$ cat src/rtl/ictf_pkg.sv
// ictf_pkg: shared types, constants and helper functions for the tilt filter
// no dependencies; used by every rtl file of the block
package ictf_pkg;

    // field and datapath widths
    localparam int IN_W      = 16;
    localparam int OUT_W     = 32;
    localparam int CFG_IDX_W = 3;
    localparam int MCAND_W   = 34;
    localparam int MPLIER_W  = 26;
    localparam int ACC_W     = 56;
    localparam int RND_W     = 40;
    localparam int SQ_W      = 48;
    localparam int CRD_W     = 48;
    localparam int AXES      = 3;
    localparam int ATAN_LEN  = 32;
    localparam int CORDIC_STEPS_DEF = 16;

    // gyro scale 0.00875 deg/s per lsb in q0.32
    localparam logic [MPLIER_W-1:0] GYRO_SCALE = 26'd37580964;
    localparam logic [16:0]         ONE_Q16    = 17'h10000;

    // register reset values
    localparam logic [IN_W-1:0] OFS_X_RST  = 16'd74;
    localparam logic [IN_W-1:0] OFS_Y_RST  = 16'hFFAA;
    localparam logic [IN_W-1:0] OFS_Z_RST  = 16'd100;
    localparam logic [IN_W-1:0] WEIGHT_RST = 16'd6554;
    localparam logic [IN_W-1:0] TRUST_RST  = 16'd62259;
    localparam logic [IN_W-1:0] PERIOD_RST = 16'd5898;

    // configuration register indexes
    typedef enum logic [CFG_IDX_W-1:0] {
        CFG_OFS_X  = 3'd0,
        CFG_OFS_Y  = 3'd1,
        CFG_OFS_Z  = 3'd2,
        CFG_WEIGHT = 3'd3,
        CFG_TRUST  = 3'd4,
        CFG_PERIOD = 3'd5
    } cfg_idx_t;

    // sequencer states
    typedef enum logic [4:0] {
        S_IDLE,
        S_ACC_MUL0,
        S_ACC_MUL1,
        S_ACC_STORE,
        S_SQ_MUL,
        S_SQ_STORE,
        S_TILT_START,
        S_TILT_WAIT,
        S_GYR_MUL,
        S_GYR_STORE,
        S_RATE_MUL0,
        S_RATE_MUL1,
        S_RATE_STORE,
        S_INT_MUL,
        S_INT_STORE,
        S_FUS_MUL0,
        S_FUS_MUL1,
        S_FUS_STORE,
        S_MAC_WAIT,
        S_OUT
    } ictf_state_t;

    // tilt unit states
    typedef enum logic [1:0] {
        T_IDLE,
        T_SQRT,
        T_SETUP,
        T_CORDIC
    } tilt_state_t;

    // command to the serial multiply-accumulate unit
    typedef struct packed {
        logic start;
        logic clear;
    } mac_cmd_t;

    // add one half and floor by 2^16
    function automatic logic signed [RND_W-1:0] rnd16(input logic signed [ACC_W-1:0] v);
        logic signed [ACC_W-1:0] s;
        s = v + 56'sd32768;
        return s[ACC_W-1:16];
    endfunction

    // clamp to the signed 32-bit range
    function automatic logic signed [OUT_W-1:0] sat32(input logic signed [RND_W-1:0] v);
        logic signed [RND_W-1:0] hi;
        logic signed [RND_W-1:0] lo;
        hi = 40'sh007FFFFFFF;
        lo = -40'sh0080000000;
        if (v > hi)
            return 32'sh7FFFFFFF;
        else if (v < lo)
            return 32'sh80000000;
        else
            return v[OUT_W-1:0];
    endfunction

    // arctangent table, q16.16 degrees scaled by 180/3.14
    function automatic logic [22:0] atan_entry(input logic [4:0] i);
        case (i)
            5'd0:    return 23'd2950616;
            5'd1:    return 23'd1741850;
            5'd2:    return 23'd920346;
            5'd3:    return 23'd467182;
            5'd4:    return 23'd234498;
            5'd5:    return 23'd117363;
            5'd6:    return 23'd58696;
            5'd7:    return 23'd29350;
            5'd8:    return 23'd14675;
            5'd9:    return 23'd7338;
            5'd10:   return 23'd3669;
            5'd11:   return 23'd1834;
            5'd12:   return 23'd917;
            5'd13:   return 23'd459;
            5'd14:   return 23'd229;
            5'd15:   return 23'd115;
            5'd16:   return 23'd57;
            5'd17:   return 23'd29;
            5'd18:   return 23'd14;
            5'd19:   return 23'd7;
            5'd20:   return 23'd4;
            5'd21:   return 23'd2;
            5'd22:   return 23'd1;
            default: return 23'd0;
        endcase
    endfunction

endpackage

$ cat src/rtl/ictf_ifs.sv
// ictf channel interfaces: sample input, result output, register writes
// depends on ictf_pkg for field widths
interface ictf_sample_if;
    import ictf_pkg::*;
    logic valid;
    logic ready;
    logic [IN_W-1:0] accel_x;
    logic [IN_W-1:0] accel_y;
    logic [IN_W-1:0] accel_z;
    logic [IN_W-1:0] gyro_ch0;
    logic [IN_W-1:0] gyro_ch1;
    logic [IN_W-1:0] gyro_ch2;
    modport source (output valid, accel_x, accel_y, accel_z, gyro_ch0, gyro_ch1, gyro_ch2,
                    input ready);
    modport sink (input valid, accel_x, accel_y, accel_z, gyro_ch0, gyro_ch1, gyro_ch2,
                  output ready);
endinterface

interface ictf_result_if;
    import ictf_pkg::*;
    logic valid;
    logic ready;
    logic [OUT_W-1:0] rate_x;
    logic [OUT_W-1:0] rate_y;
    logic [OUT_W-1:0] rate_z;
    logic [OUT_W-1:0] angle_x;
    logic [OUT_W-1:0] angle_y;
    logic [OUT_W-1:0] angle_z;
    modport source (output valid, rate_x, rate_y, rate_z, angle_x, angle_y, angle_z,
                    input ready);
    modport sink (input valid, rate_x, rate_y, rate_z, angle_x, angle_y, angle_z,
                  output ready);
endinterface

interface ictf_cfg_if;
    import ictf_pkg::*;
    logic valid;
    logic ready;
    logic [CFG_IDX_W-1:0] index;
    logic [IN_W-1:0] data;
    modport source (output valid, index, data, input ready);
    modport sink (input valid, index, data, output ready);
endinterface

$ cat src/rtl/ictf_serial_mac.sv
// ictf_serial_mac: bit-serial signed multiply-accumulate, one multiplier bit a cycle
// depends on ictf_pkg
module ictf_serial_mac (
    input  logic                                  clk,
    input  logic                                  rst_n,
    input  ictf_pkg::mac_cmd_t                    cmd,
    input  logic signed [ictf_pkg::MCAND_W-1:0]   mcand,
    input  logic [ictf_pkg::MPLIER_W-1:0]         mplier,
    output logic                                  busy,
    output logic signed [ictf_pkg::ACC_W-1:0]     acc
);
    import ictf_pkg::*;

    logic                    busy_reg, busy_next;
    logic signed [ACC_W-1:0] mcand_reg, mcand_next;
    logic [MPLIER_W-1:0]     mplier_reg, mplier_next;
    logic signed [ACC_W-1:0] acc_reg, acc_next;

    // shift-add step, stops once no multiplier bits remain
    always_comb
    begin
        busy_next   = busy_reg;
        mcand_next  = mcand_reg;
        mplier_next = mplier_reg;
        acc_next    = acc_reg;
        if (cmd.start)
        begin
            busy_next   = 1'b1;
            mcand_next  = ACC_W'(mcand);
            mplier_next = mplier;
            if (cmd.clear)
                acc_next = '0;
        end
        else if (busy_reg)
        begin
            if (mplier_reg == '0)
                busy_next = 1'b0;
            else
            begin
                if (mplier_reg[0])
                    acc_next = acc_reg + mcand_reg;
                mcand_next  = mcand_reg <<< 1;
                mplier_next = mplier_reg >> 1;
            end
        end
    end

    // control
    always_ff @(posedge clk or negedge rst_n)
    begin
        if (!rst_n)
            busy_reg <= 1'b0;
        else
            busy_reg <= busy_next;
    end

    // datapath
    always_ff @(posedge clk)
    begin
        mcand_reg  <= mcand_next;
        mplier_reg <= mplier_next;
        acc_reg    <= acc_next;
    end

    assign busy = busy_reg;
    assign acc  = acc_reg;

endmodule

$ cat src/rtl/ictf_tilt_unit.sv
// ictf_tilt_unit: integer square root (one result bit a cycle) then vectoring cordic
// depends on ictf_pkg
module ictf_tilt_unit #(
    parameter int CORDIC_STEPS = ictf_pkg::CORDIC_STEPS_DEF
) (
    input  logic                               clk,
    input  logic                               rst_n,
    input  logic                               start,
    input  logic signed [ictf_pkg::OUT_W-1:0]  axis_val,
    input  logic [ictf_pkg::SQ_W-1:0]          sum_sq,
    output logic                               busy,
    output logic signed [ictf_pkg::OUT_W-1:0]  angle
);
    import ictf_pkg::*;

    localparam int STEPS_EFF = (CORDIC_STEPS > ATAN_LEN) ? ATAN_LEN : CORDIC_STEPS;
    localparam int CNT_W     = $clog2(ATAN_LEN + 1);
    localparam logic [SQ_W-1:0] BIT_TOP = SQ_W'(1) << (SQ_W - 2);
    localparam logic [CNT_W-1:0] LAST_STEP = CNT_W'(STEPS_EFF - 1);

    tilt_state_t             state_reg, state_next;
    logic [SQ_W-1:0]         rem_reg, rem_next;
    logic [SQ_W-1:0]         root_reg, root_next;
    logic [SQ_W-1:0]         bit_reg, bit_next;
    logic [CNT_W-1:0]        cnt_reg, cnt_next;
    logic signed [OUT_W-1:0] a_reg, a_next;
    logic signed [CRD_W-1:0] x_reg, x_next;
    logic signed [CRD_W-1:0] y_reg, y_next;
    logic signed [OUT_W-1:0] z_reg, z_next;

    logic [SQ_W-1:0]         trial;
    logic signed [CRD_W-1:0] dx;
    logic signed [CRD_W-1:0] dy;
    logic signed [OUT_W-1:0] step_ang;

    assign trial    = root_reg + bit_reg;
    assign dx       = y_reg >>> cnt_reg[4:0];
    assign dy       = x_reg >>> cnt_reg[4:0];
    assign step_ang = OUT_W'(atan_entry(cnt_reg[4:0]));

    // next state and datapath
    always_comb
    begin
        state_next = state_reg;
        rem_next   = rem_reg;
        root_next  = root_reg;
        bit_next   = bit_reg;
        cnt_next   = cnt_reg;
        a_next     = a_reg;
        x_next     = x_reg;
        y_next     = y_reg;
        z_next     = z_reg;
        case (state_reg)
            T_IDLE:
            begin
                if (start)
                begin
                    rem_next   = sum_sq;
                    root_next  = '0;
                    bit_next   = BIT_TOP;
                    a_next     = axis_val;
                    state_next = T_SQRT;
                end
            end
            T_SQRT:
            begin
                if (rem_reg >= trial)
                begin
                    rem_next  = rem_reg - trial;
                    root_next = (root_reg >> 1) + bit_reg;
                end
                else
                    root_next = root_reg >> 1;
                bit_next = bit_reg >> 2;
                if (bit_reg[0])
                    state_next = T_SETUP;
            end
            T_SETUP:
            begin
                x_next   = {root_reg[CRD_W-17:0], 16'h0000};
                y_next   = {a_reg, 16'h0000};
                z_next   = '0;
                cnt_next = '0;
                // zero vector gives zero angle
                if (a_reg == '0 && root_reg == '0)
                    state_next = T_IDLE;
                else
                    state_next = T_CORDIC;
            end
            T_CORDIC:
            begin
                if (!y_reg[CRD_W-1])
                begin
                    x_next = x_reg + dx;
                    y_next = y_reg - dy;
                    z_next = z_reg + step_ang;
                end
                else
                begin
                    x_next = x_reg - dx;
                    y_next = y_reg + dy;
                    z_next = z_reg - step_ang;
                end
                cnt_next = cnt_reg + 1'b1;
                if (cnt_reg == LAST_STEP)
                    state_next = T_IDLE;
            end
            default:
                state_next = T_IDLE;
        endcase
    end

    always_ff @(posedge clk or negedge rst_n)
    begin
        if (!rst_n)
            state_reg <= T_IDLE;
        else
            state_reg <= state_next;
    end

    always_ff @(posedge clk)
    begin
        rem_reg  <= rem_next;
        root_reg <= root_next;
        bit_reg  <= bit_next;
        cnt_reg  <= cnt_next;
        a_reg    <= a_next;
        x_reg    <= x_next;
        y_reg    <= y_next;
        z_reg    <= z_next;
    end

    assign busy  = (state_reg != T_IDLE);
    assign angle = z_reg;

endmodule

$ cat src/rtl/imu_complementary_tilt_filter_core.sv
// imu_complementary_tilt_filter_core: top level, sequencer, state and register file
// depends on ictf_pkg, ictf_ifs, ictf_serial_mac, ictf_tilt_unit
//
// One raw imu sample per beat in, one result beat out. The block works on one
// sample at a time: it smooths the accelerations, forms three tilt angles with a
// square root and a vectoring cordic, scales and smooths the gyro rates and blends
// them into the fused angles. All 27 products go through one bit-serial
// multiply-accumulate unit that takes one multiplier bit per cycle up to its
// highest set bit; each tilt angle takes a 24-bit square root, a setup step
// and CORDIC_STEPS (at most 32) cordic steps. The time from one input beat
// to the next is set mostly by the multiply unit. A new sample is taken while
// the previous result still waits in the output register.
module imu_complementary_tilt_filter_core #(
    parameter int CORDIC_STEPS = ictf_pkg::CORDIC_STEPS_DEF
) (
    input  logic         clk,
    input  logic         rst_n,
    ictf_sample_if.sink  sample,
    ictf_result_if.source result,
    ictf_cfg_if.sink     cfg
);
    import ictf_pkg::*;

    localparam logic [1:0] LAST_AXIS = 2'(AXES - 1);

    // sequencer
    ictf_state_t state_reg, state_next;
    ictf_state_t ret_reg, ret_next;
    logic [1:0]  axis_reg, axis_next;

    // configuration
    logic [IN_W-1:0] ofs_reg [AXES];
    logic [IN_W-1:0] weight_reg;
    logic [IN_W-1:0] trust_reg;
    logic [IN_W-1:0] period_reg;

    // latched sample, gyro reordered to x, y, z
    logic [IN_W-1:0] accel_reg [AXES];
    logic [IN_W-1:0] gyro_reg [AXES];

    // filter state and scratch
    logic signed [OUT_W-1:0]   sacc_reg [AXES];
    logic signed [OUT_W-1:0]   srate_reg [AXES];
    logic signed [OUT_W-1:0]   fused_reg [AXES];
    logic signed [OUT_W-1:0]   tilt_reg [AXES];
    logic [SQ_W-1:0]           sq_reg [AXES];
    logic signed [MCAND_W-1:0] tmp_reg;

    // output register
    logic                 out_valid_reg;
    logic [OUT_W-1:0]     out_rate_reg [AXES];
    logic [OUT_W-1:0]     out_angle_reg [AXES];

    // unit connections
    mac_cmd_t                mac_cmd;
    logic signed [MCAND_W-1:0] mac_mcand;
    logic [MPLIER_W-1:0]     mac_mplier;
    logic                    mac_busy;
    logic signed [ACC_W-1:0] mac_acc;
    logic                    tilt_start;
    logic signed [OUT_W-1:0] tilt_a;
    logic [SQ_W-1:0]         tilt_n;
    logic                    tilt_busy;
    logic signed [OUT_W-1:0] tilt_z;

    // derived operands
    logic [MPLIER_W-1:0]       w_c;
    logic [MPLIER_W-1:0]       t_c;
    logic signed [OUT_W-1:0]   sacc_cur;
    logic [OUT_W-1:0]          sacc_abs;
    logic signed [16:0]        gyro_d;
    logic signed [RND_W-1:0]   mac_rnd;
    logic                      sample_beat;
    logic                      load_out;

    assign w_c      = MPLIER_W'(ONE_Q16 - {1'b0, weight_reg});
    assign t_c      = MPLIER_W'(ONE_Q16 - {1'b0, trust_reg});
    assign sacc_cur = sacc_reg[axis_reg];
    assign sacc_abs = sacc_cur[OUT_W-1] ? OUT_W'(-sacc_cur) : sacc_cur;
    assign gyro_d   = signed'({gyro_reg[axis_reg][IN_W-1], gyro_reg[axis_reg]})
                      - signed'({ofs_reg[axis_reg][IN_W-1], ofs_reg[axis_reg]});
    assign mac_rnd  = rnd16(mac_acc);

    assign sample_beat  = sample.valid && sample.ready;
    assign sample.ready = (state_reg == S_IDLE);
    assign cfg.ready    = 1'b1;
    assign load_out     = (state_reg == S_OUT) && (!out_valid_reg || result.ready);

    // tilt operand selection: one acceleration over the magnitude of the other two; tilt 0 uses y, tilt 1 uses x
    always_comb
    begin
        case (axis_reg)
            2'd0:
            begin
                tilt_a = sacc_reg[1];
                tilt_n = sq_reg[0] + sq_reg[2];
            end
            2'd1:
            begin
                tilt_a = sacc_reg[0];
                tilt_n = sq_reg[1] + sq_reg[2];
            end
            default:
            begin
                tilt_a = sacc_reg[2];
                tilt_n = sq_reg[1] + sq_reg[0];
            end
        endcase
    end

    // next state and unit commands
    always_comb
    begin
        state_next  = state_reg;
        ret_next    = ret_reg;
        axis_next   = axis_reg;
        mac_cmd     = '0;
        mac_mcand   = '0;
        mac_mplier  = '0;
        tilt_start  = 1'b0;
        case (state_reg)
            S_IDLE:
            begin
                axis_next = '0;
                if (sample_beat)
                    state_next = S_ACC_MUL0;
            end
            S_ACC_MUL0:
            begin
                mac_cmd    = '{start: 1'b1, clear: 1'b1};
                mac_mcand  = {{10{accel_reg[axis_reg][IN_W-1]}}, accel_reg[axis_reg], 8'h00};
                mac_mplier = MPLIER_W'(weight_reg);
                ret_next   = S_ACC_MUL1;
                state_next = S_MAC_WAIT;
            end
            S_ACC_MUL1:
            begin
                mac_cmd    = '{start: 1'b1, clear: 1'b0};
                mac_mcand  = MCAND_W'(sacc_cur);
                mac_mplier = w_c;
                ret_next   = S_ACC_STORE;
                state_next = S_MAC_WAIT;
            end
            S_ACC_STORE:
            begin
                if (axis_reg == LAST_AXIS)
                begin
                    axis_next  = '0;
                    state_next = S_SQ_MUL;
                end
                else
                begin
                    axis_next  = axis_reg + 1'b1;
                    state_next = S_ACC_MUL0;
                end
            end
            S_SQ_MUL:
            begin
                mac_cmd    = '{start: 1'b1, clear: 1'b1};
                mac_mcand  = MCAND_W'(sacc_abs);
                mac_mplier = sacc_abs[MPLIER_W-1:0];
                ret_next   = S_SQ_STORE;
                state_next = S_MAC_WAIT;
            end
            S_SQ_STORE:
            begin
                if (axis_reg == LAST_AXIS)
                begin
                    axis_next  = '0;
                    state_next = S_TILT_START;
                end
                else
                begin
                    axis_next  = axis_reg + 1'b1;
                    state_next = S_SQ_MUL;
                end
            end
            S_TILT_START:
            begin
                tilt_start = 1'b1;
                state_next = S_TILT_WAIT;
            end
            S_TILT_WAIT:
            begin
                if (!tilt_busy)
                begin
                    if (axis_reg == LAST_AXIS)
                    begin
                        axis_next  = '0;
                        state_next = S_GYR_MUL;
                    end
                    else
                    begin
                        axis_next  = axis_reg + 1'b1;
                        state_next = S_TILT_START;
                    end
                end
            end
            S_GYR_MUL:
            begin
                mac_cmd    = '{start: 1'b1, clear: 1'b1};
                mac_mcand  = MCAND_W'(gyro_d);
                mac_mplier = GYRO_SCALE;
                ret_next   = S_GYR_STORE;
                state_next = S_MAC_WAIT;
            end
            S_GYR_STORE:
                state_next = S_RATE_MUL0;
            S_RATE_MUL0:
            begin
                mac_cmd    = '{start: 1'b1, clear: 1'b1};
                mac_mcand  = tmp_reg;
                mac_mplier = MPLIER_W'(weight_reg);
                ret_next   = S_RATE_MUL1;
                state_next = S_MAC_WAIT;
            end
            S_RATE_MUL1:
            begin
                mac_cmd    = '{start: 1'b1, clear: 1'b0};
                mac_mcand  = MCAND_W'(srate_reg[axis_reg]);
                mac_mplier = w_c;
                ret_next   = S_RATE_STORE;
                state_next = S_MAC_WAIT;
            end
            S_RATE_STORE:
                state_next = S_INT_MUL;
            S_INT_MUL:
            begin
                mac_cmd    = '{start: 1'b1, clear: 1'b1};
                mac_mcand  = MCAND_W'(srate_reg[axis_reg]);
                mac_mplier = MPLIER_W'(period_reg);
                ret_next   = S_INT_STORE;
                state_next = S_MAC_WAIT;
            end
            S_INT_STORE:
                state_next = S_FUS_MUL0;
            S_FUS_MUL0:
            begin
                mac_cmd    = '{start: 1'b1, clear: 1'b1};
                mac_mcand  = tmp_reg;
                mac_mplier = MPLIER_W'(trust_reg);
                ret_next   = S_FUS_MUL1;
                state_next = S_MAC_WAIT;
            end
            S_FUS_MUL1:
            begin
                mac_cmd    = '{start: 1'b1, clear: 1'b0};
                mac_mcand  = MCAND_W'(tilt_reg[axis_reg]);
                mac_mplier = t_c;
                ret_next   = S_FUS_STORE;
                state_next = S_MAC_WAIT;
            end
            S_FUS_STORE:
            begin
                if (axis_reg == LAST_AXIS)
                begin
                    axis_next  = '0;
                    state_next = S_OUT;
                end
                else
                begin
                    axis_next  = axis_reg + 1'b1;
                    state_next = S_GYR_MUL;
                end
            end
            S_MAC_WAIT:
            begin
                if (!mac_busy)
                    state_next = ret_reg;
            end
            S_OUT:
            begin
                if (load_out)
                    state_next = S_IDLE;
            end
            default:
                state_next = S_IDLE;
        endcase
    end

    // sequencer registers
    always_ff @(posedge clk or negedge rst_n)
    begin
        if (!rst_n)
        begin
            state_reg <= S_IDLE;
            ret_reg   <= S_IDLE;
            axis_reg  <= '0;
        end
        else
        begin
            state_reg <= state_next;
            ret_reg   <= ret_next;
            axis_reg  <= axis_next;
        end
    end

    // configuration writes
    always_ff @(posedge clk or negedge rst_n)
    begin
        if (!rst_n)
        begin
            ofs_reg[0] <= OFS_X_RST;
            ofs_reg[1] <= OFS_Y_RST;
            ofs_reg[2] <= OFS_Z_RST;
            weight_reg <= WEIGHT_RST;
            trust_reg  <= TRUST_RST;
            period_reg <= PERIOD_RST;
        end
        else if (cfg.valid && cfg.ready)
        begin
            case (cfg_idx_t'(cfg.index))
                CFG_OFS_X:  ofs_reg[0] <= cfg.data;
                CFG_OFS_Y:  ofs_reg[1] <= cfg.data;
                CFG_OFS_Z:  ofs_reg[2] <= cfg.data;
                CFG_WEIGHT: weight_reg <= cfg.data;
                CFG_TRUST:  trust_reg  <= cfg.data;
                CFG_PERIOD: period_reg <= cfg.data;
                default:    ;
            endcase
        end
    end

    // filter state, cleared by reset
    always_ff @(posedge clk or negedge rst_n)
    begin
        if (!rst_n)
        begin
            for (int i = 0; i < AXES; i++)
            begin
                sacc_reg[i]  <= '0;
                srate_reg[i] <= '0;
                fused_reg[i] <= '0;
            end
        end
        else
        begin
            case (state_reg)
                S_ACC_STORE:  sacc_reg[axis_reg]  <= mac_rnd[OUT_W-1:0];
                S_RATE_STORE: srate_reg[axis_reg] <= mac_rnd[OUT_W-1:0];
                S_FUS_STORE:  fused_reg[axis_reg] <= sat32(mac_rnd);
                default:      ;
            endcase
        end
    end

    // sample latch and scratch values
    always_ff @(posedge clk)
    begin
        if (sample_beat)
        begin
            accel_reg[0] <= sample.accel_x;
            accel_reg[1] <= sample.accel_y;
            accel_reg[2] <= sample.accel_z;
            gyro_reg[0]  <= sample.gyro_ch1;
            gyro_reg[1]  <= sample.gyro_ch2;
            gyro_reg[2]  <= sample.gyro_ch0;
        end
        case (state_reg)
            S_SQ_STORE:  sq_reg[axis_reg] <= mac_acc[SQ_W-1:0];
            S_TILT_WAIT:
            begin
                if (!tilt_busy)
                    tilt_reg[axis_reg] <= tilt_z;
            end
            S_GYR_STORE: tmp_reg <= mac_rnd[MCAND_W-1:0];
            S_INT_STORE: tmp_reg <= MCAND_W'(fused_reg[axis_reg]) + mac_rnd[MCAND_W-1:0];
            default:     ;
        endcase
    end

    // output register
    always_ff @(posedge clk or negedge rst_n)
    begin
        if (!rst_n)
            out_valid_reg <= 1'b0;
        else if (load_out)
            out_valid_reg <= 1'b1;
        else if (result.ready)
            out_valid_reg <= 1'b0;
    end

    always_ff @(posedge clk)
    begin
        if (load_out)
        begin
            for (int i = 0; i < AXES; i++)
            begin
                out_rate_reg[i]  <= srate_reg[i];
                out_angle_reg[i] <= fused_reg[i];
            end
        end
    end

    assign result.valid   = out_valid_reg;
    assign result.rate_x  = out_rate_reg[0];
    assign result.rate_y  = out_rate_reg[1];
    assign result.rate_z  = out_rate_reg[2];
    assign result.angle_x = out_angle_reg[0];
    assign result.angle_y = out_angle_reg[1];
    assign result.angle_z = out_angle_reg[2];

    // shared multiply-accumulate
    ictf_serial_mac u_mac (
        .clk    (clk),
        .rst_n  (rst_n),
        .cmd    (mac_cmd),
        .mcand  (mac_mcand),
        .mplier (mac_mplier),
        .busy   (mac_busy),
        .acc    (mac_acc)
    );

    // square root and cordic
    ictf_tilt_unit #(
        .CORDIC_STEPS (CORDIC_STEPS)
    ) u_tilt (
        .clk      (clk),
        .rst_n    (rst_n),
        .start    (tilt_start),
        .axis_val (tilt_a),
        .sum_sq   (tilt_n),
        .busy     (tilt_busy),
        .angle    (tilt_z)
    );

endmodule
$ cat src/flat_wrapper.sv
// flat-port wrapper written by rule: the top's interface ports become plain ports
module imu_complementary_tilt_filter_core_flat import ictf_pkg::*;
#(
    parameter int CORDIC_STEPS = ictf_pkg::CORDIC_STEPS_DEF
)
  (clk, rst_n, sample_valid, sample_accel_x, sample_accel_y, sample_accel_z, sample_gyro_ch0, sample_gyro_ch1, sample_gyro_ch2, sample_ready, result_valid, result_rate_x, result_rate_y, result_rate_z, result_angle_x, result_angle_y, result_angle_z, result_ready, cfg_valid, cfg_index, cfg_data, cfg_ready);
  ictf_sample_if sample_i ();
  ictf_result_if result_i ();
  ictf_cfg_if cfg_i ();
  input  logic clk;
  input  logic rst_n;
  input wire logic [$bits(sample_i.valid)-1:0] sample_valid;
  input wire logic [$bits(sample_i.accel_x)-1:0] sample_accel_x;
  input wire logic [$bits(sample_i.accel_y)-1:0] sample_accel_y;
  input wire logic [$bits(sample_i.accel_z)-1:0] sample_accel_z;
  input wire logic [$bits(sample_i.gyro_ch0)-1:0] sample_gyro_ch0;
  input wire logic [$bits(sample_i.gyro_ch1)-1:0] sample_gyro_ch1;
  input wire logic [$bits(sample_i.gyro_ch2)-1:0] sample_gyro_ch2;
  output wire logic [$bits(sample_i.ready)-1:0] sample_ready;
  output wire logic [$bits(result_i.valid)-1:0] result_valid;
  output wire logic [$bits(result_i.rate_x)-1:0] result_rate_x;
  output wire logic [$bits(result_i.rate_y)-1:0] result_rate_y;
  output wire logic [$bits(result_i.rate_z)-1:0] result_rate_z;
  output wire logic [$bits(result_i.angle_x)-1:0] result_angle_x;
  output wire logic [$bits(result_i.angle_y)-1:0] result_angle_y;
  output wire logic [$bits(result_i.angle_z)-1:0] result_angle_z;
  input wire logic [$bits(result_i.ready)-1:0] result_ready;
  input wire logic [$bits(cfg_i.valid)-1:0] cfg_valid;
  input wire logic [$bits(cfg_i.index)-1:0] cfg_index;
  input wire logic [$bits(cfg_i.data)-1:0] cfg_data;
  output wire logic [$bits(cfg_i.ready)-1:0] cfg_ready;
  assign sample_i.valid = sample_valid;
  assign sample_i.accel_x = sample_accel_x;
  assign sample_i.accel_y = sample_accel_y;
  assign sample_i.accel_z = sample_accel_z;
  assign sample_i.gyro_ch0 = sample_gyro_ch0;
  assign sample_i.gyro_ch1 = sample_gyro_ch1;
  assign sample_i.gyro_ch2 = sample_gyro_ch2;
  assign sample_ready = sample_i.ready;
  assign result_valid = result_i.valid;
  assign result_rate_x = result_i.rate_x;
  assign result_rate_y = result_i.rate_y;
  assign result_rate_z = result_i.rate_z;
  assign result_angle_x = result_i.angle_x;
  assign result_angle_y = result_i.angle_y;
  assign result_angle_z = result_i.angle_z;
  assign result_i.ready = result_ready;
  assign cfg_i.valid = cfg_valid;
  assign cfg_i.index = cfg_index;
  assign cfg_i.data = cfg_data;
  assign cfg_ready = cfg_i.ready;
  imu_complementary_tilt_filter_core #(.CORDIC_STEPS(CORDIC_STEPS)) u_core (.clk(clk), .rst_n(rst_n), .sample(sample_i), .result(result_i), .cfg(cfg_i));
endmodule
$ cat config.mk
export PLATFORM = sky130hd
export DESIGN_NAME = imu_complementary_tilt_filter_core_flat
export DESIGN_NICKNAME = d
export VERILOG_FILES = /design/src/rtl/ictf_pkg.sv /design/src/rtl/ictf_ifs.sv /design/src/rtl/ictf_serial_mac.sv /design/src/rtl/ictf_tilt_unit.sv /design/src/rtl/imu_complementary_tilt_filter_core.sv /design/src/flat_wrapper.sv
export SDC_FILE = /design/constraint.sdc
export NUM_CORES = 2
export LEC_CHECK = 0
export BUFFER_PORTS_ARGS = -buffer_cell sky130_fd_sc_hd__buf_4
export CORE_MARGIN = 1
export CORE_UTILIZATION = 24
export DETAILED_ROUTE_END_ITERATION = 8
export SYNTH_ARGS = -nofsm -noshare
export SYNTH_HDL_FRONTEND = slang
export SYNTH_SLANG_ARGS = --single-unit
$ cat constraint.sdc
create_clock -name clk -period 17.6 [get_ports clk]
set_clock_uncertainty 0.2 [all_clocks]
set_input_delay 1.76 -clock clk [delete_from_list [all_inputs] [get_ports clk]]
set_output_delay 1.76 -clock clk [all_outputs]
set_load 0.05 [all_outputs]
; After elaboration in Yosys (flattened, before gate mapping)
; Memories as Yosys holds them, arrays and structs flattened. A register that Yosys moved wholly into a read port is not among the register bits.
; Index checks and enable logic that the tools add are counted.
[totals]
register_bits = 882
ramBits = 528
mem_bits_ro = 704
input_bits = 120
output_inout_bits = 195
elab_cells = 240
memories = 7
[classes]
n_addsub = 21
magnitude_cmp = 5
n_eq_ne = 40
n_shift = 2
muxes = 87
bitwise_logic = 1
reduce_logical = 44
[memory_table]
columns = name, depth, width, rd, rd_ports_with_merged_regs, write_ports, line_no
row1 = (no name shown), 32, 22, 1, 1, 0, ictf_pkg.sv:102  ; case (i)
row2 = u_core.sq_reg, 3, 48, 3, 0, 1, imu_complementary_tilt_filter_core.sv:46  ; logic [SQ_W-1:0] sq_reg [AXES];
row3 = u_core.out_angle_reg, 3, 32, 3, 0, 3, imu_complementary_tilt_filter_core.sv:52  ; logic [OUT_W-1:0] out_angle_reg [AXES];
row4 = u_core.out_rate_reg, 3, 32, 3, 0, 3, imu_complementary_tilt_filter_core.sv:51  ; logic [OUT_W-1:0] out_rate_reg [AXES];
row5 = u_core.tilt_reg, 3, 32, 1, 0, 1, imu_complementary_tilt_filter_core.sv:45  ; logic signed [OUT_W-1:0] tilt_reg [AXES];
row6 = u_core.accel_reg, 3, 16, 1, 0, 3, imu_complementary_tilt_filter_core.sv:38  ; logic [IN_W-1:0] accel_reg [AXES];
row7 = 1 more memories, --, --, --, --, --, --
[op_table]
columns = op, n
row1 = 48-bit one-hot mux with 2 select lines, 6
row2 = 56-bit 2-to-1 mux, 8
row3 = 32-bit 2-to-1 mux, 12
row4 = 48-bit 2-to-1 mux, 7
row5 = 48-bit adder, 6
row6 = 96-bit bitwise mux, 3
row7 = 34-bit one-hot mux with 7 select lines, 1
row8 = 32-bit binary-select mux with 2-bit select, 3
row9 = 26-bit one-hot mux with 7 select lines, 1
row10 = 48-bit subtractor, 3
row11 = 32-bit one-hot mux with 2 select lines, 2
row12 = 48-bit by 5-bit >>> shifter with 48-bit output, 2
row13 = 26-bit 2-to-1 mux, 3
row14 = 34-bit one-hot mux with 2 select lines, 1
row15 = 32-bit demux with 2-bit select, 1
row16 = 5-bit one-hot mux with 12 select lines, 1
row17 = 56-bit by 17-bit adder with 56-bit output (second input constant), 1
row18 = 56-bit adder, 1
row19 = 47-bit by 48-bit adder with 48-bit output, 1
row20 = 48-bit greater-or-equal comparator, 1
row21 = 48-bit logical NOT, 1
row22 = 5-bit one-hot mux with 9 select lines, 1
row23 = 5-bit by 4-bit == test with 1-bit output (second input constant), 8
row24 = 40-bit by 32-bit greater-than comparator with 1-bit output (second input constant), 1
row25 = other kinds (53), 125

; Logic depth before layout (Yosys ltp)
[depth]
word_depth = 8
mapped_depth = 36

; By module
; From an unflattened synthesis, not the netlist that was laid out.
[hier_totals]
hier_cells = 9305
area_unflattened_um2 = 91855.6
[by_module_without_submodules]
columns = module, n_inst, cells_each, area_each_um2, seq_area_each_um2
row1 = imu_complementary_tilt_filter_core, 1, 4492, 48636.6, 26862.0
row2 = ictf_tilt_unit, 1, 3954, 34139.0, 9078.7
row3 = ictf_serial_mac, 1, 859, 9080.0, 4169.0

; Worst setup path before layout
; OpenSTA, ideal clock, no wires.
[synth_timing]
path_type = in2reg
start = input port result_ready
end = memory u_core.out_angle_reg[0][0], enable pin
setup_time_ps = 979
arrival_time_ps = 14727
required_ps = 16421
slack_ps = 1694
path_stages = 2
path_buffers = 0
path_cell_list = nor2b_1 > nor3_1
[synth_lines]
columns = element, line_no
row1 = from (decl), flat_wrapper.sv:27  ; input wire logic [$bits(result_i.ready)-1:0] result_ready;
row2 = to (decl), imu_complementary_tilt_filter_core.sv:52

; Final worst setup path
[layout_timing]
start = register u_core.u_tilt.cnt_reg[0]
end = register u_core.u_tilt.y_reg[46] (data pin)
[layout_between]
elab_chain_cells = 4
elab_cells_between_ends = 5
classes_between = 2 x add/sub / 1 x shift / 2 x mux
[layout_rtl]
columns = element, line_no
row1 = from (decl), ictf_tilt_unit.sv:25  ; logic [CNT_W-1:0] cnt_reg, cnt_next;
row2 = from (signal assigned), ictf_tilt_unit.sv:126  ; cnt_reg <= cnt_next;
row3 = 48-bit by 5-bit >>> shifter with 48-bit output *, ictf_tilt_unit.sv:38  ; assign dy = x_reg >>> cnt_reg[4:0];
row4 = 48-bit subtractor or 48-bit adder (tied branches), "ictf_tilt_unit.sv:95, ictf_tilt_unit.sv:101"
row5 = 48-bit 2-to-1 mux *, ictf_tilt_unit.sv:92  ; if (!y_reg[CRD_W-1])
row6 = 48-bit one-hot mux with 2 select lines *, ictf_tilt_unit.sv:53  ; case (state_reg)
row7 = via u_core.u_tilt.y_next[46], ictf_tilt_unit.sv:28  ; logic signed [CRD_W-1:0] y_reg, y_next;
row8 = to (signal assigned), ictf_tilt_unit.sv:129  ; y_reg <= y_next;
row9 = to (decl), ictf_tilt_unit.sv:28
; Mark *: on every way through the listed nets, which the timed path passes. The rest lies on a longest branch.
; A chain may end at the register's enable or synchronous reset.

==> flow_summary.yaml <==
synthesis:
  async_reset_ff_share_pct: 28.4
  ys_ff_latch: 1408
  yosys_warnings: 0
  synth_ff_type: "edfxtp_1"
  synth.top_cells.by_area: "edfxtp_1 (34%), dfrtp_1 (10%), ha_1 (6.1%)"
  synth.top_cell.area_share_pct: 33.5
  yosysUniqueCellTypes: 109
  synth_seq_area_share_pct: 45.4
  synth_common_cells: "nand2_1 (1113), edfxtp_1 (986), nor2_1 (818), o21ai_0 (755), a21oi_1 (749)"
  syn_area_per_cell_sq_um: 9.93
  syn_area_sq_um: 88400
  syn_inst: 8894
  synth_most_common_cell: "nand2_1"
  synth_edf_count: 986
  synth_largest_area_cell: "edfxtp_1"
  syn-num-nets: 9457
critical_path:
  r2r_end: "u_core.u_tilt.y_reg[46]$_DFFE_PN_"
  endpoint_kind: "flop"
  crit_end: "u_core.u_tilt.y_reg[46]$_DFFE_PN_"
  crit_arrival_ns: 9.09
  critPathKind: "reg2reg"
  startpoint_type: "flop"
  worst_r2r_path_depth: 24
  cp-startpoint: "u_core.u_tilt.cnt_reg[0]$_DFFE_PN_"
  r2r-start: "u_core.u_tilt.cnt_reg[0]$_DFFE_PN_"
  crit_required_ns: 17.91
  r2r_slack_ns: 8.83
  crit_fanout: 54
clock_tree:
  numClockSinks: 1408
  cts.clk_slew.worst_paths_ns: 0.06
  post_cts.repair.setup_buffers: 0
  cts_resized: 0
  cts_buffers: 162
  h-tree-depth: 4
  clk_latency_ns: 0.88
  holdBufCountCts: 0
  root_buffer: "clkbuf_16"
  cts_tree: "done"
  clock_path_buffers: 3
cells_and_area:
  multiInputGateArea_sq_um: 46100
  drive_gt1_share_pct: 12.5
  seq_area_sq_um: 40100
  syn_to_final_growth_pct: 15.6
  nNetsFinal: 9621
  largest_reg_flops: 144
  post-route-util_pct: 27.9
  n_fill_cell: 38300
floorplan:
  dieHeight_um: 609
  io_pins: 315
  dieArea_sq_um: 371000
  start_util_pct: 24.1
  placementRows: 222
  fp.dieW_um: 609
  core_area_sq_um: 366000
hold_path:
  hold_path_class: "reg2reg"
global_routing:
  grtUsageTotal_pct: 15.4
  antenna_found_initial: 23
  grt_max_degree: 148
  grt_overflow: 0
  grt_pass1_wl_um: 438000
  grt_pass1_vias: 67100
timing:
  fmax_ghz: 0.114
  period_minus_slack_ns: 8.77
  period_share_pct: 49.8
  worstMarginPinSlew_ns: 1.30
  finalHoldViolCount: 0
  slew_headroom_pct: 12.6
  setup_viol: 0
  slew_violations: 0
  rsz0062_at_grt: "false"
  setup-tns-final_ns: 0
route:
  drc: 0
  top_layer: "met5"
  wl_met3_um: 22800
  via_per_inst: 5.08
  routedWlPerCell_um: 21.2
  num_vias: 71300
  drt_iter0_drc: 7345
  wirelength_um: 297000
  route.antenna.remaining_nets: 0
  m1WireLength_um: 130000
  met2_length_um: 132000
  first_pass_iters: 9
power:
  peakVddDrop_mv: 0.0981
  power_switching_uw: 1670
  intPower_uw: 5770
  power_leakage_uw: 0.0378
  p_clk_share_pct: 48.5
  swShare_pct: 22.4
  p_seq_share_pct: 48.6
  p_comb_share_pct: 2.9
  powerDensity_nw_per_um2: 72.8
place:
  port_buffers: 313
  post-dp-hpwl_um: 220000
  gp_congestion: 0.956
flow_run:
  drv_cap: 0
status:
  status: "finished, final reports clean"
[worst min-delay path by stage]
stage                                                 from                                    end  slack (ns)  cells past startpoint
after CTS                 u_core.fused_reg[73]$_DFFE_PN0P_   u_core.out_angle_reg[0][9]$_DFFE_PP_        0.24                      0
after detailed placement  u_core.fused_reg[65]$_DFFE_PN0P_   u_core.out_angle_reg[0][1]$_DFFE_PP_        0.26                      0
after global placement    u_core.fused_reg[14]$_DFFE_PN0P_  u_core.out_angle_reg[0][78]$_DFFE_PP_        0.25                      0
after floorplan           u_core.srate_reg[64]$_DFFE_PN0P_    u_core.out_rate_reg[0][0]$_DFFE_PP_        0.24                      0
after global routing      u_core.fused_reg[73]$_DFFE_PN0P_   u_core.out_angle_reg[0][9]$_DFFE_PP_        0.25                      0
final                     u_core.srate_reg[44]$_DFFE_PN0P_   u_core.out_rate_reg[0][44]$_DFFE_PP_        0.26                      0
[power groups by stage]
stage | Sequential [uW] | Clock [uW] | Combinational, uW
2_1_floorplan | 3670 | 0 | 121
3_5_place_dp | 3680 | 0 | 217
5_1_grt | 3620 | 3790 | 232
3_3_place_gp | 3680 | 0 | 213
4_1_cts | 3610 | 3680 | 218
6_report | 3610 | 3610 | 218
[layout make-up]
cell class | count | area share (%)
flip-flops and latches | 1408 | 39.3
inverters | 174 | 0.642
well taps | 4816 | 5.90
repair buffers | 453 | 3.41
clock inverters | 91 | 1.32
diodes | 7 | 0.0171
clock buffers | 212 | 4.31
multi-input cells | 6859 | 45.1
[cell usage in the layout (no fill, tap or decap), drive strengths merged, types with 48 or more instances in the layout]
cell type	count
nand2	1115
a211oi	100
nor4	58
o211ai	58
clkinv	59
o21bai	74
xor2	280
nor3	135
nand3	134
nor2	819
buf	453
edfxtp	986
mux4	121
and3	81
mux2i	306
nand4	70
dfrtp	359
o21ai	774
ha	434
a31oi	91
xnor2	309
inv	181
nand2b	70
a21o	229
nor2b	72
o21a	48
a21oi	749
clkbuf	212
mux2	139
[stage by stage]
step / cells / setup slack, ns / area, sq um / hold slack, ns / total power [uW]
2_1_floorplan: 8894 / 1.69 / 88400 / 0.242 / 3790
3_3_place_gp: 13700 / 8.99 / 96400 / 0.253 / 3890
3_5_place_dp: 13700 / 8.94 / 96400 / 0.257 / 3900
4_1_cts: 14000 / 8.86 / 102000 / 0.238 / 7510
5_1_grt: 14000 / 8.07 / 102000 / 0.252 / 7640
6_report: 14000 / 8.83 / 102000 / 0.255 / 7440
[critical path, cell delays in order, from the launching register on]
cell and delay (ns):
edfxtp_1 0.45, buf_4 0.69, buf_4 0.81, mux4_2 0.68, mux2_1 0.36, mux2i_1 0.29
a31oi_1 0.26, nand2b_1 0.29, a21oi_1 0.19, a21boi_2 0.37, and2_1 0.25, a31oi_1 0.11
xnor2_1 0.27, ha_1 0.32, o21ai_0 0.28, nand2_1 0.12, a41o_1 0.24, a31oi_1 0.31
o31a_1 0.31, o21ai_0 0.17, o41ai_1 0.78, a21o_1 0.30, o21ai_0 0.14, xnor2_1 0.15
o21ai_0 0.11
[logic make-up after synthesis]
kind of cell | synth area share (%)
compound gates | 17.5
other cells | 0.00424
mux | 8.36
flops | 45.4
simple gates | 13.7
buf+inv | 2.79
fa+ha+maj | 6.35
xor+xnor | 5.85
[metal layers]
metal | vias to the layer above | track usage [%]
li1 | 33200 | -
met1 | 35000 | 20.8
met2 | 2620 | 24.1
met3 | 446 | 2.96
met4 | 20 | 6.06
met5 | - | 0
Power figures use the tool's default switching activity.
